==> src/rtl/core/ssd4_pkg.sv <==
// Shared types, codes and constants for the four-digit seven-segment driver.
// No dependencies; every module of the block imports this package.
package ssd4_pkg;

   localparam int DIGIT_COUNT = 4;
   localparam int DIGIT_W     = $clog2(DIGIT_COUNT);
   localparam int QUEUE_DEPTH = 2;

   localparam logic [7:0] PAT_BLANK = 8'h00;
   localparam logic [7:0] PAT_MINUS = 8'h40;

   // largest value shown as digits is one below this; it and above show dashes
   localparam logic signed [15:0] DASH_VALUE = 16'sd9999;
   localparam logic signed [15:0] NEG_LIMIT  = -16'sd999;

   localparam logic [15:0]        LAG_RESET  = 16'd100;
   localparam logic [DIGIT_W-1:0] SCAN_RESET = DIGIT_W'(DIGIT_COUNT - 1);

   typedef enum logic [2:0] {
      CSR_REFRESH_LAG   = 3'd0,
      CSR_SEGMENT_LEVEL = 3'd1,
      CSR_DIGIT_LEVEL   = 3'd2,
      CSR_SCAN_DIR      = 3'd3,
      CSR_DISPLAY_EN    = 3'd4
   } csr_index_type;

   typedef enum logic [1:0] {
      KIND_TICK      = 2'd0,
      KIND_LOAD_NUM  = 2'd1,
      KIND_LOAD_NEG  = 2'd2,
      KIND_LOAD_DASH = 2'd3
   } item_kind_type;

   typedef struct packed {
      logic               operation;
      logic signed [15:0] value;
   } req_payload_type;

   typedef struct packed {
      logic [7:0]             segment_pins;
      logic [DIGIT_COUNT-1:0] digit_pins;
      logic [DIGIT_W-1:0]     digit_index;
   } rsp_payload_type;

   typedef struct packed {
      logic [15:0] refresh_lag;
      logic        segment_active_level;
      logic        digit_active_level;
      logic        scan_direction;
      logic        display_enable;
   } cfg_type;

   // classified item: magnitude and its decimal quotients by 10, 100, 1000
   typedef struct packed {
      item_kind_type kind;
      logic [13:0]   mag;
      logic [9:0]    quo10;
      logic [6:0]    quo100;
      logic [3:0]    quo1000;
   } work_type;

   function automatic logic [7:0] font_pattern(input logic [3:0] digit);
      logic [7:0] pat;
      case (digit)
         4'd0:    pat = 8'h3F;
         4'd1:    pat = 8'h06;
         4'd2:    pat = 8'h5B;
         4'd3:    pat = 8'h4F;
         4'd4:    pat = 8'h66;
         4'd5:    pat = 8'h6D;
         4'd6:    pat = 8'h7D;
         4'd7:    pat = 8'h07;
         4'd8:    pat = 8'h7F;
         4'd9:    pat = 8'h6F;
         default: pat = PAT_BLANK;
      endcase
      return pat;
   endfunction

endpackage

==> src/rtl/core/ssd4_front.sv <==
// Front end: takes request beats, classifies them and splits the magnitude
// into decimal quotients by reciprocal multiplication. Uses ssd4_pkg.
module ssd4_front (
   input  logic                     req_valid,
   output logic                     req_stall,
   input  ssd4_pkg::req_payload_type req_payload,
   input  logic                     queue_full,
   output logic                     push,
   output ssd4_pkg::work_type       push_data
);
   import ssd4_pkg::*;

   logic signed [15:0] value;
   logic               is_num;
   logic               is_neg;
   logic [15:0]        mag_full;
   logic [13:0]        mag;
   logic [29:0]        prod10;
   logic [29:0]        prod100;
   logic [29:0]        prod1000;

   assign req_stall = queue_full;
   assign push      = req_valid && !queue_full;

   assign value    = req_payload.value;
   assign is_num   = (value >= 16'sd0) && (value < DASH_VALUE);
   assign is_neg   = (value < 16'sd0) && (value >= NEG_LIMIT);
   assign mag_full = is_neg ? 16'(-value) : 16'(value);
   assign mag      = mag_full[13:0];

   // exact for mag below 10000
   assign prod10   = 30'(mag) * 30'd52429;
   assign prod100  = 30'(mag) * 30'd5243;
   assign prod1000 = 30'(mag) * 30'd8389;

   always_comb begin
      if (!req_payload.operation) begin
         push_data.kind = KIND_TICK;
      end else if (is_num) begin
         push_data.kind = KIND_LOAD_NUM;
      end else if (is_neg) begin
         push_data.kind = KIND_LOAD_NEG;
      end else begin
         push_data.kind = KIND_LOAD_DASH;
      end
      push_data.mag     = mag;
      push_data.quo10   = prod10[28:19];
      push_data.quo100  = prod100[25:19];
      push_data.quo1000 = prod1000[26:23];
   end

endmodule

==> src/rtl/core/ssd4_queue.sv <==
// Short FIFO between front and back end. DEPTH must be a power of two >= 2.
// Uses ssd4_pkg for the entry type.
module ssd4_queue #(
   parameter int DEPTH = ssd4_pkg::QUEUE_DEPTH
) (
   input  logic               clock,
   input  logic               reset,
   input  logic               push,
   input  ssd4_pkg::work_type push_data,
   output logic               full,
   input  logic               pop,
   output logic               not_empty,
   output ssd4_pkg::work_type pop_data
);
   import ssd4_pkg::*;

   localparam int PTR_W = $clog2(DEPTH);
   localparam int CNT_W = $clog2(DEPTH + 1);

   work_type           entry_ff [DEPTH];
   logic [PTR_W-1:0]   wr_ptr_ff;
   logic [PTR_W-1:0]   rd_ptr_ff;
   logic [CNT_W-1:0]   count_ff;
   logic [CNT_W-1:0]   count_in;

   assign full      = (count_ff == CNT_W'(DEPTH));
   assign not_empty = (count_ff != '0);
   assign pop_data  = entry_ff[rd_ptr_ff];

   always_comb begin
      count_in = count_ff;
      if (push && !pop) begin
         count_in = count_ff + CNT_W'(1);
      end else if (pop && !push) begin
         count_in = count_ff - CNT_W'(1);
      end
   end

   always_ff @(posedge clock) begin
      if (reset) begin
         wr_ptr_ff <= '0;
         rd_ptr_ff <= '0;
         count_ff  <= '0;
      end else begin
         count_ff <= count_in;
         if (push) begin
            wr_ptr_ff <= wr_ptr_ff + PTR_W'(1);
         end
         if (pop) begin
            rd_ptr_ff <= rd_ptr_ff + PTR_W'(1);
         end
      end
   end

   always_ff @(posedge clock) begin
      if (push) begin
         entry_ff[wr_ptr_ff] <= push_data;
      end
   end

endmodule

==> src/rtl/core/ssd4_back.sv <==
// Back end: executes loads and ticks, holds patterns, prescaler, scan state
// and pin latch, and drives the response register. Uses ssd4_pkg.
module ssd4_back (
   input  logic                      clock,
   input  logic                      reset,
   input  ssd4_pkg::cfg_type         cfg,
   input  logic                      clear_pins,
   input  logic                      queue_not_empty,
   input  ssd4_pkg::work_type        queue_data,
   output logic                      pop,
   output logic                      rsp_valid,
   input  logic                      rsp_stall,
   output ssd4_pkg::rsp_payload_type rsp_payload
);
   import ssd4_pkg::*;

   logic [7:0]             pattern_ff [DIGIT_COUNT];
   logic [15:0]            tick_count_ff;
   logic [DIGIT_W-1:0]     scan_pos_ff;
   logic [7:0]             latch_seg_ff;
   logic [DIGIT_COUNT-1:0] latch_dig_ff;
   logic [DIGIT_W-1:0]     driven_ff;
   logic                   rsp_valid_ff;
   rsp_payload_type        rsp_payload_ff;

   logic [7:0]             pattern_in [DIGIT_COUNT];
   logic [15:0]            tick_count_in;
   logic [DIGIT_W-1:0]     scan_pos_in;
   logic [7:0]             latch_seg_in;
   logic [DIGIT_COUNT-1:0] latch_dig_in;
   logic [DIGIT_W-1:0]     driven_in;
   rsp_payload_type        rsp_payload_in;

   logic [13:0] rem0;
   logic [9:0]  rem1;
   logic [6:0]  rem2;
   logic [3:0]  dig0, dig1, dig2, dig3;
   logic        blank3, blank2, blank1;
   logic [15:0] count_inc;
   logic [7:0]  seg_raw;
   logic [DIGIT_COUNT-1:0] dig_raw;

   assign pop         = queue_not_empty && (!rsp_valid_ff || !rsp_stall);
   assign rsp_valid   = rsp_valid_ff;
   assign rsp_payload = rsp_payload_ff;

   // remainders: x - 10*q as shift-add
   assign rem0 = queue_data.mag - (14'(queue_data.quo10) << 3)
                 - (14'(queue_data.quo10) << 1);
   assign rem1 = queue_data.quo10 - (10'(queue_data.quo100) << 3)
                 - (10'(queue_data.quo100) << 1);
   assign rem2 = queue_data.quo100 - (7'(queue_data.quo1000) << 3)
                 - (7'(queue_data.quo1000) << 1);
   assign dig0 = rem0[3:0];
   assign dig1 = rem1[3:0];
   assign dig2 = rem2[3:0];
   assign dig3 = queue_data.quo1000;

   // leading-zero blanking; negatives start the chain at digit 2
   assign blank3 = (queue_data.kind == KIND_LOAD_NUM) && (dig3 == 4'd0);
   assign blank2 = ((queue_data.kind == KIND_LOAD_NEG) || blank3) && (dig2 == 4'd0);
   assign blank1 = blank2 && (dig1 == 4'd0);

   assign count_inc = tick_count_ff + 16'd1;

   always_comb begin
      for (int i = 0; i < DIGIT_COUNT; i++) begin
         pattern_in[i] = pattern_ff[i];
      end
      tick_count_in = tick_count_ff;
      scan_pos_in   = scan_pos_ff;
      latch_seg_in  = latch_seg_ff;
      latch_dig_in  = latch_dig_ff;
      driven_in     = driven_ff;

      case (queue_data.kind)
         KIND_LOAD_NUM, KIND_LOAD_NEG: begin
            pattern_in[0] = font_pattern(dig0);
            pattern_in[1] = blank1 ? PAT_BLANK : font_pattern(dig1);
            pattern_in[2] = blank2 ? PAT_BLANK : font_pattern(dig2);
            if (queue_data.kind == KIND_LOAD_NEG) begin
               pattern_in[3] = PAT_MINUS;
            end else begin
               pattern_in[3] = blank3 ? PAT_BLANK : font_pattern(dig3);
            end
         end
         KIND_LOAD_DASH: begin
            for (int i = 0; i < DIGIT_COUNT; i++) begin
               pattern_in[i] = PAT_MINUS;
            end
         end
         KIND_TICK: begin
            if (cfg.display_enable) begin
               if (count_inc > cfg.refresh_lag) begin
                  tick_count_in = '0;
                  latch_seg_in  = pattern_ff[scan_pos_ff];
                  latch_dig_in  = DIGIT_COUNT'(1) << scan_pos_ff;
                  driven_in     = scan_pos_ff;
                  scan_pos_in   = cfg.scan_direction ? scan_pos_ff + DIGIT_W'(1)
                                                     : scan_pos_ff - DIGIT_W'(1);
               end else begin
                  tick_count_in = count_inc;
               end
            end
         end
         default: begin
         end
      endcase

      seg_raw = cfg.display_enable ? latch_seg_in : '0;
      dig_raw = cfg.display_enable ? latch_dig_in : '0;
      rsp_payload_in.segment_pins = cfg.segment_active_level ? seg_raw : ~seg_raw;
      rsp_payload_in.digit_pins   = cfg.digit_active_level ? dig_raw : ~dig_raw;
      rsp_payload_in.digit_index  = driven_in;
   end

   always_ff @(posedge clock) begin
      if (reset) begin
         for (int i = 0; i < DIGIT_COUNT; i++) begin
            pattern_ff[i] <= PAT_BLANK;
         end
         tick_count_ff <= '0;
         scan_pos_ff   <= SCAN_RESET;
         latch_seg_ff  <= '0;
         latch_dig_ff  <= '0;
         driven_ff     <= '0;
         rsp_valid_ff  <= 1'b0;
      end else begin
         if (clear_pins) begin
            latch_seg_ff <= '0;
            latch_dig_ff <= '0;
         end else if (pop) begin
            latch_seg_ff <= latch_seg_in;
            latch_dig_ff <= latch_dig_in;
         end
         if (pop) begin
            for (int i = 0; i < DIGIT_COUNT; i++) begin
               pattern_ff[i] <= pattern_in[i];
            end
            tick_count_ff <= tick_count_in;
            scan_pos_ff   <= scan_pos_in;
            driven_ff     <= driven_in;
            rsp_valid_ff  <= 1'b1;
         end else if (!rsp_stall) begin
            rsp_valid_ff <= 1'b0;
         end
      end
   end

   always_ff @(posedge clock) begin
      if (pop) begin
         rsp_payload_ff <= rsp_payload_in;
      end
   end

endmodule

==> src/rtl/core/seven_segment_four_digit_driver_core.sv <==
// Four-digit seven-segment display driver, top level.
// Depends on ssd4_pkg, ssd4_front, ssd4_queue and ssd4_back.
//
// Usage:
//   req_* carries one beat per item: operation 1 loads a signed value into
//   the four digit patterns, operation 0 is a refresh tick that advances the
//   prescaler and, once the count passes refresh_lag, drives the next digit.
//   rsp_* returns one beat per item with the segment pins, digit enables and
//   the driven digit index as they stand after that item.
//   csr_* writes a register by index: 0 refresh_lag, 1 segment level,
//   2 digit level, 3 scan direction, 4 display enable. Write only while idle.
// Timing:
//   An accepted item is written into the queue at the accept edge and, once
//   the back end pops it, lands in the response register. One item per cycle
//   sustained while rsp_stall is low; the front end is combinational and the
//   back end takes one queued item per pop. A stalled rsp beat holds; the
//   queue absorbs up to QUEUE_DEPTH more items before req_stall rises.
// Reset: patterns blank, prescaler zero, scan starts at digit 3, pins off,
//   registers at their defaults, no response pending.
module seven_segment_four_digit_driver_core #(
   parameter int QUEUE_DEPTH = ssd4_pkg::QUEUE_DEPTH
) (
   input  logic                      clock,
   input  logic                      reset,
   input  logic                      req_valid,
   output logic                      req_stall,
   input  ssd4_pkg::req_payload_type req_payload,
   output logic                      rsp_valid,
   input  logic                      rsp_stall,
   output ssd4_pkg::rsp_payload_type rsp_payload,
   input  logic                      csr_write_enable,
   input  logic [2:0]                csr_index,
   input  logic [15:0]               csr_write_data
);
   import ssd4_pkg::*;

   cfg_type  cfg_ff;
   cfg_type  cfg_in;
   logic     clear_pins;
   logic     queue_full;
   logic     queue_not_empty;
   logic     push;
   logic     pop;
   work_type push_data;
   work_type pop_data;

   always_comb begin
      cfg_in     = cfg_ff;
      clear_pins = 1'b0;
      if (csr_write_enable) begin
         case (csr_index)
            CSR_REFRESH_LAG:   cfg_in.refresh_lag          = csr_write_data;
            CSR_SEGMENT_LEVEL: cfg_in.segment_active_level = csr_write_data[0];
            CSR_DIGIT_LEVEL:   cfg_in.digit_active_level   = csr_write_data[0];
            CSR_SCAN_DIR:      cfg_in.scan_direction       = csr_write_data[0];
            CSR_DISPLAY_EN: begin
               cfg_in.display_enable = csr_write_data[0];
               clear_pins            = !csr_write_data[0];
            end
            default: begin
            end
         endcase
      end
   end

   always_ff @(posedge clock) begin
      if (reset) begin
         cfg_ff.refresh_lag          <= LAG_RESET;
         cfg_ff.segment_active_level <= 1'b1;
         cfg_ff.digit_active_level   <= 1'b0;
         cfg_ff.scan_direction       <= 1'b0;
         cfg_ff.display_enable       <= 1'b1;
      end else begin
         cfg_ff <= cfg_in;
      end
   end

   ssd4_front u_front (
      .req_valid   (req_valid),
      .req_stall   (req_stall),
      .req_payload (req_payload),
      .queue_full  (queue_full),
      .push        (push),
      .push_data   (push_data)
   );

   ssd4_queue #(
      .DEPTH (QUEUE_DEPTH)
   ) u_queue (
      .clock     (clock),
      .reset     (reset),
      .push      (push),
      .push_data (push_data),
      .full      (queue_full),
      .pop       (pop),
      .not_empty (queue_not_empty),
      .pop_data  (pop_data)
   );

   ssd4_back u_back (
      .clock           (clock),
      .reset           (reset),
      .cfg             (cfg_ff),
      .clear_pins      (clear_pins),
      .queue_not_empty (queue_not_empty),
      .queue_data      (pop_data),
      .pop             (pop),
      .rsp_valid       (rsp_valid),
      .rsp_stall       (rsp_stall),
      .rsp_payload     (rsp_payload)
   );

endmodule

==> config.mk <==
export PLATFORM = sky130hd
export DESIGN_NAME = seven_segment_four_digit_driver_core
export DESIGN_NICKNAME = d
export VERILOG_FILES = /design/src/rtl/core/ssd4_pkg.sv /design/src/rtl/core/ssd4_front.sv /design/src/rtl/core/ssd4_queue.sv /design/src/rtl/core/ssd4_back.sv /design/src/rtl/core/seven_segment_four_digit_driver_core.sv
export SDC_FILE = /design/constraint.sdc
export NUM_CORES = 1
export LEC_CHECK = 0
export ABC_AREA = 1
export BUFFER_PORTS_ARGS = -buffer_cell sky130_fd_sc_hd__buf_2
export CORE_ASPECT_RATIO = 0.7
export CORE_UTILIZATION = 65
export CTS_CLUSTER_SIZE = 10
export DETAILED_ROUTE_END_ITERATION = 8
export PLACE_DENSITY = 0.83
export SLEW_MARGIN = 15
export SYNTH_ARGS = -nofsm -noshare
export SYNTH_HDL_FRONTEND = slang
export SYNTH_SLANG_ARGS = --single-unit
==> constraint.sdc <==
create_clock -name clock -period 12.1 [get_ports clock]
set_input_delay 0.605 -clock clock [delete_from_list [all_inputs] [get_ports clock]]
set_output_delay 0.605 -clock clock [all_outputs]
set_load 0.005 [all_outputs]
### Word level (Yosys, flattened, before mapping)

Memory sizes are Yosys's and may differ from the RTL's. A register that Yosys moved wholly into a read port is not among the register bits.
Cells that the tools add are included.

| word-level totals | value |
|---|---|
| register bits | 71 |
| bits in latches | 0 |
| memory bits (writable) | 106 |
| memory bits (read-only) | 448 |
| bits of input ports | 41 |
| output and inout port bits | 16 |
| memories | 6 |

| operators by class | value |
|---|---|
| $add $sub $neg | 14 |
| multiply operators | 3 |
| divide/modulo/power cells | 0 |
| $lt $le $gt $ge | 5 |
| eq/ne operators | 10 |
| shift-type cells | 1 |
| mux-type cells | 45 |
| bitwise operators | 6 |
| reductions and logical operators | 34 |

Memories:

| name | words | width | read ports | clocked after memory_dff | write ports | RTL line | source |
|---|---|---|---|---|---|---|---|
| (no name shown) | 16 | 7 | 1 | 0 | 0 | ssd4_pkg.sv:64 | `case (digit)` |
| (no name shown) | 16 | 7 | 1 | 0 | 0 | ssd4_pkg.sv:64 |  |
| (no name shown) | 16 | 7 | 1 | 0 | 0 | ssd4_pkg.sv:64 |  |
| (no name shown) | 16 | 7 | 1 | 0 | 0 | ssd4_pkg.sv:64 |  |
| u_queue.entry_ff | 2 | 37 | 1 | 1 | 1 | ssd4_queue.sv:20 | `work_type entry_ff [DEPTH];` |
| u_back.pattern_ff | 4 | 8 | 1 | 1 | 4 | ssd4_back.sv:17 | `logic [7:0] pattern_ff [DIGIT_COUNT];` |

Operator list:

| operator | count |
|---|---|
| 8-bit 2-to-1 mux | 13 |
| 32-bit case mux with 2 select lines | 1 |
| 14-bit by 16-bit multiplier with 29-bit output (second input constant) | 1 |
| 14-bit by 14-bit multiplier with 27-bit output (second input constant) | 1 |
| 14-bit by 13-bit multiplier with 26-bit output (second input constant) | 1 |
| 4-bit subtractor | 6 |
| 2-bit 2-to-1 mux | 10 |
| 4-bit 2-to-1 mux | 5 |
| 16-bit by 1-bit adder with 16-bit output (second input constant) | 1 |
| 16-bit by 1-bit >= comparator with 1-bit output (second input constant) | 1 |
| 16-bit by 11-bit >= comparator with 1-bit output (second input constant) | 1 |
| 16-bit > comparator | 1 |
| 16-bit by 1-bit less-than comparator with 1-bit output (second input constant) | 1 |
| 16-bit by 15-bit less-than comparator with 1-bit output (second input constant) | 1 |
| 16-bit 2-to-1 mux | 1 |
| 1-bit 2-to-1 mux | 14 |
| 14-bit 2-to-1 mux | 1 |
| 14-bit negator | 1 |
| 4-bit logical NOT | 3 |
| 2-bit AND reduction | 6 |
| 1-bit logical AND | 9 |
| 8-bit NOT | 1 |
| 2-bit == test (second input constant) | 3 |
| 3-bit by 2-bit == test with 1-bit output (second input constant) | 2 |
| other kinds (19) | 33 |

### Longest topological paths before layout

| logic depth | value |
|---|---|
| word-level depth | 8 |
| depth in mapped cells | 32 |

### Hierarchy

From an unflattened synthesis, not the netlist that was laid out.

| second synthesis, totals | value |
|---|---|
| cells, all modules | 2269 |
| area total of the unflattened synthesis | 19029.5 µm² |

By module, submodules not included:

| module | instances | cells each | area an instance (µm²) |
|---|---|---|---|
| ssd4_front | 1 | 1312 | 9905.8 |
| ssd4_back | 1 | 677 | 5180.0 |
| ssd4_queue | 1 | 148 | 3049.2 |
| seven_segment_four_digit_driver_core | 1 | 132 | 894.6 |

### Worst setup path after synthesis

No wires, ideal clock.

| timing | value |
|---|---|
| kind | input to register |
| start point | input req_payload[0] (netlist bit) |
| end point | memory u_queue.entry_ff[0][12] (netlist bit), data pin |
| data arrival time | 6.079 ns |
| setup slack | 5.752 ns |
| stages | 23 |
| path buffers | 0 |
| path through | inv_1 ha_1 nand2_1 o211ai_1 nand2_1 nand2_2 inv_1 nand2_1 xor2_1 ha_1 inv_1 fa_1 fa_1 fa_1 inv_1 fa_1 fa_1 ha_1 nand2_1 nor4_1 nand3_1 o211ai_1 xor2_1 |

RTL lines:

| element | RTL line | source |
|---|---|---|
| start: declaration | seven_segment_four_digit_driver_core.sv:27 | `input ssd4_pkg::req_payload_type req_payload,` |
| end: declaration | ssd4_queue.sv:20 |  |

==> metrics.log <==
[metrics] vias per inst: 5.597
[metrics] Die Footprint: 0.02477 sq mm
[metrics] TritonCTS buffer count: 17
[metrics] antenna violations before repair: 0
[metrics] hold-fix buffer count after cts: 0
[metrics] share of final-layout standard cells stronger than drive strength 1: 0.06940
[metrics] max-slew violations: 0
[metrics] Detailed Route WL: 39.37 mm
[metrics] crit path capture type: register
[metrics] DP HPWL: 32.64 mm
[metrics] area fraction in and, or, nand and nor cells after synthesis: 0.1568
[metrics] Worst Setup Start Kind: input pin
[metrics] Max Buffers Root-to-Sink: 2
[metrics] combinational group share of total power: 0.701
[metrics] cts repair resizes: 0
[metrics] setup violation total in the final timing report: 0
[metrics] worst-case vdd ir drop: 0.2238 mV
[metrics] number of H-tree levels: 4
[metrics] synth-to-layout area growth: 7.881%
[metrics] Power per Cell Area: 254.0 mW/mm^2
[metrics] part of the Yosys area used for sequential elements: 0.2259
[metrics] P_int: 2.127 mW
[metrics] Layout Nets: 2,392
[metrics] Clock power frac: 0.125
[metrics] average wire length per cell after detail routing: 17.18 um
[metrics] total number of vias: 12,830
[metrics] largest net degree at the start of global routing: 36
[metrics] run status: completed
[metrics] die span in x: 187.7 um
[metrics] Crit path required time: 12.36 ns
[metrics] highest clock rate: 134.9 MHz
[metrics] predominant post-synthesis flop cell: sky130_fd_sc_hd__edfxtp_1
[metrics] number of routed nets with antenna violations: 0
[metrics] Die H: 132.0 um
[metrics] HP Class: input pin to register
[metrics] Top-Level Pins: 57
[metrics] final-report hold violation count: 0
[metrics] RePlAce Congestion: 1.028
[metrics] Sw Share: 0.5050
[metrics] count of mapped cells out of synthesis: 1,900
[metrics] number of rows created at floorplan: 47
[metrics] number of violations reported at the end of detailed-routing iteration 0: 1,154
[metrics] net load switching power: 2.171 mW
[metrics] transition time of the tightest slew-check pin: 1.152 ns
[metrics] max_cap viols: 0
[metrics] worst clock skew: 0.01321 ns
[metrics] final period demand of the worst path: 7.414 ns
[metrics] number of buffers inserted to repair setup after CTS: 0
[metrics] XOR/XNOR share of the synthesized area: 0.03510
[metrics] multiplexer fraction of the synthesized cell area: 0.001914
[metrics] total number of clock tree sinks: 138
[metrics] Post-synth EDFFs: 78
[metrics] Synth Register Bits: 138
[metrics] maximum fanout count along the critical path: 17
[metrics] insertion delay of the later-clocked pin in the worst-skew pair: 0.43 ns
[metrics] IO buf count: 56
[metrics] GRT Resource Usage Total: 0.3337
[metrics] first-pass iteration count of the detailed router: 8
[metrics] Worst Hold Margin: 0.3997 ns
[metrics] initial core utilization: 0.6635
[metrics] grt ovf: 0
[metrics] Max transition margin: 0.2300
[metrics] leakage power summed over all cells: 8.862 nW
[metrics] Clk pin slew, worst setup/hold paths: 0.07 ns
[metrics] Synth warnings: 0
[metrics] diode insertion count for antenna repair: 0
[metrics] share of flip-flops with an asynchronous set or reset: 0
[metrics] clock tree from TritonCTS: built
[metrics] Syn Std Cell Area: 0.01569 sq mm
[metrics] nets in the synthesized netlist: 2,330
[metrics] vias in the first global route: 12,590
[metrics] combinational family with the most area after synthesis: adder cells
[metrics] RSZ-0062 raised after global routing: false
[metrics] Sequential Power Share: 0.174
[metrics] data arrival at the endpoint of the critical path: 7.68 ns
[metrics] Setup CP Type: input pin to register
[metrics] post-synthesis area per instance: 8.255 sq um
[metrics] global-route wire length before repair: 64.66 mm
[metrics] core footprint: 0.02364 sq mm
[metrics] fraction of the mapped netlist area in adder cells: 0.3692
[metrics] count of unique library cells instantiated by Yosys: 52
[metrics] count of unresolved DRC violations after routing: 0
[metrics] Setup Total Neg Slack: 0 ns
[metrics] CTS root buf: sky130_fd_sc_hd__clkbuf_16
[metrics] ratio of final minimum period to clock period: 0.6127
[metrics] compound-cell area share of the yosys netlist: 0.1042
-- logic make-up after synthesis --
kind of cell    count (synthesis)
buf+inv                       439
simple gates                  587
xor+xnor                       62
mux                             3
fa+ha+maj                     389
compound gates                282
flops                         138
-- layer usage --
layer | GRT usage | part of all wire | up-vias
met2 | 0.4877 | 0.42 | 475
met1 | 0.5049 | 0.47 | 6068
met3 | 0.07054 | 0.088 | 69
li1 | - | - | 6216
met5 | 0 | 0 | -
met4 | 0.07769 | 0.018 | 0
-- synthesized netlist by cell type (2+ instances only) --
library cell                 n  share of area
sky130_fd_sc_hd__a211o_1     2         0.0011
sky130_fd_sc_hd__a211oi_1    3         0.0014
sky130_fd_sc_hd__a21o_1      7         0.0034
sky130_fd_sc_hd__a21oi_1   115          0.037
sky130_fd_sc_hd__a221oi_1    2         0.0011
sky130_fd_sc_hd__a31o_2      2         0.0011
sky130_fd_sc_hd__a31oi_1     5         0.0020
sky130_fd_sc_hd__a32o_1      7         0.0045
sky130_fd_sc_hd__buf_2       2        0.00064
sky130_fd_sc_hd__buf_6       3         0.0022
sky130_fd_sc_hd__clkbuf_1   16         0.0038
sky130_fd_sc_hd__clkinv_1    2        0.00048
sky130_fd_sc_hd__dfxtp_1    60          0.077
sky130_fd_sc_hd__edfxtp_1   78           0.15
sky130_fd_sc_hd__fa_1      123           0.16
sky130_fd_sc_hd__ha_1      266           0.21
sky130_fd_sc_hd__inv_1     412          0.099
sky130_fd_sc_hd__inv_2       2        0.00048
sky130_fd_sc_hd__mux2i_1     3         0.0019
sky130_fd_sc_hd__nand2_1   335          0.080
sky130_fd_sc_hd__nand2_2     3         0.0012
sky130_fd_sc_hd__nand3_1    56          0.018
sky130_fd_sc_hd__nand3b_1    6         0.0029
sky130_fd_sc_hd__nand4_1    15         0.0060
sky130_fd_sc_hd__nor2_1    124          0.030
sky130_fd_sc_hd__nor2_2      2        0.00080
sky130_fd_sc_hd__nor3_1     14         0.0045
sky130_fd_sc_hd__nor3b_1     2        0.00096
sky130_fd_sc_hd__nor4_1      4         0.0016
sky130_fd_sc_hd__o211ai_1   11         0.0053
sky130_fd_sc_hd__o21a_1      7         0.0034
sky130_fd_sc_hd__o21ai_0    78          0.025
sky130_fd_sc_hd__o21ai_1    17         0.0054
sky130_fd_sc_hd__o21ai_2    10         0.0056
sky130_fd_sc_hd__o21bai_1    9         0.0043
sky130_fd_sc_hd__o31ai_1     4         0.0019
sky130_fd_sc_hd__or2_1       3         0.0012
sky130_fd_sc_hd__or2_2      17         0.0068
sky130_fd_sc_hd__xnor2_1    19          0.011
sky130_fd_sc_hd__xor2_1     42          0.023
-- cells in the final DEF, fill, tap and decap left out, types with 14 or more instances in the layout --
master | Yosys | layout
sky130_fd_sc_hd__a21oi_1 | 115 | 115
sky130_fd_sc_hd__buf_2 | 2 | 56
sky130_fd_sc_hd__clkbuf_16 | 0 | 17
sky130_fd_sc_hd__dfxtp_1 | 60 | 60
sky130_fd_sc_hd__edfxtp_1 | 78 | 78
sky130_fd_sc_hd__fa_1 | 123 | 123
sky130_fd_sc_hd__ha_1 | 266 | 266
sky130_fd_sc_hd__inv_1 | 412 | 412
sky130_fd_sc_hd__nand2_1 | 335 | 335
sky130_fd_sc_hd__nand3_1 | 56 | 56
sky130_fd_sc_hd__nand4_1 | 15 | 15
sky130_fd_sc_hd__nor2_1 | 124 | 124
sky130_fd_sc_hd__nor3_1 | 14 | 14
sky130_fd_sc_hd__o21ai_0 | 78 | 78
sky130_fd_sc_hd__o21ai_1 | 17 | 17
sky130_fd_sc_hd__or2_2 | 17 | 17
sky130_fd_sc_hd__xnor2_1 | 19 | 19
sky130_fd_sc_hd__xor2_1 | 42 | 42
-- critical path, cell delays in order --
cell and delay, ns:
sky130_fd_sc_hd__buf_2 0.45, sky130_fd_sc_hd__inv_1 0.30, sky130_fd_sc_hd__ha_1 0.29, sky130_fd_sc_hd__nand2_1 0.10
sky130_fd_sc_hd__o211ai_1 0.09, sky130_fd_sc_hd__nand2_1 0.12, sky130_fd_sc_hd__nand2_2 0.20, sky130_fd_sc_hd__inv_1 0.17
sky130_fd_sc_hd__nand2_1 0.11, sky130_fd_sc_hd__xnor2_1 0.88, sky130_fd_sc_hd__ha_1 0.43, sky130_fd_sc_hd__inv_1 0.10
sky130_fd_sc_hd__fa_1 0.50, sky130_fd_sc_hd__fa_1 0.47, sky130_fd_sc_hd__fa_1 0.48, sky130_fd_sc_hd__fa_1 0.54
sky130_fd_sc_hd__inv_1 0.06, sky130_fd_sc_hd__fa_1 0.45, sky130_fd_sc_hd__ha_1 0.35, sky130_fd_sc_hd__nand2_1 0.10
sky130_fd_sc_hd__nor4_1 0.37, sky130_fd_sc_hd__nand3_1 0.11, sky130_fd_sc_hd__o211ai_1 0.20, sky130_fd_sc_hd__xor2_1 0.21
-- power by group through the flow --
| stage | Clock [mW] | Combinational (mW) | Sequential [mW] |
|---|---|---|---|
| floorplan | 0 | 2.20 | 0.752 |
| CTS | 0.537 | 2.98 | 0.750 |
| global route | 0.557 | 3.45 | 0.763 |
| finish | 0.536 | 3.01 | 0.749 |
| global placement | 0 | 2.85 | 0.752 |
| detailed placement | 0 | 2.94 | 0.758 |
-- registers in the layout (all words and copies together), names as in the netlist, named ones only --
register / count
cfg_ff: 20
u_back.driven_ff: 2
u_back.latch_dig_ff: 4
u_back.latch_seg_ff: 8
u_back.pattern_ff: 28
u_back.rsp_payload: 14
u_back.rsp_valid: 1
u_back.scan_pos_ff: 2
u_back.tick_count_ff: 16
u_queue.count_ff: 2
u_queue.entry_ff: 36
u_queue.rd_ptr_ff: 1
u_queue.wr_ptr_ff: 1
-- through the flow --
step	util	instances	setup slack (ns)	power [mW]	area, sq um
after floorplan	-	1900	5.752	2.955	15690
after global placement	0.6905	2261	4.504	3.599	16320
after detailed placement	0.6905	2261	4.355	3.701	16320
after CTS	0.7158	2292	4.798	4.265	16920
after global routing	0.7158	2292	4.355	4.771	16920
final	0.7158	2292	4.686	4.298	16920
-- final cells by class --
| cell class | count | area, sq um |
|---|---|---|
| Fill cell | 1818 | 6719 |
| Inverter | 416 | 1562 |
| Clock inverter | 13 | 168.9 |
| Clock buffer | 18 | 429.2 |
| Sequential cell | 138 | 3543 |
| Tap cell | 318 | 397.9 |
| Multi-Input combinational cell | 1323 | 10470 |
| Timing Repair Buffer | 66 | 355.3 |
-- worst paths after layout --
kind	startpoint	to	slack [ns]	cells after the start
max reg2reg	u_back.tick_count_ff[0]	u_back.rsp_payload[5]	7.88	18
min	csr_write_data[2]	cfg_ff[6]	0.40	3
min reg2reg	u_back.latch_seg_ff[7]	u_back.latch_seg_ff[7]	0.46	2
max	req_payload[0]	u_queue.entry_ff[1][12]	4.69	24
Note: power is estimated with default switching activity, not from simulation.
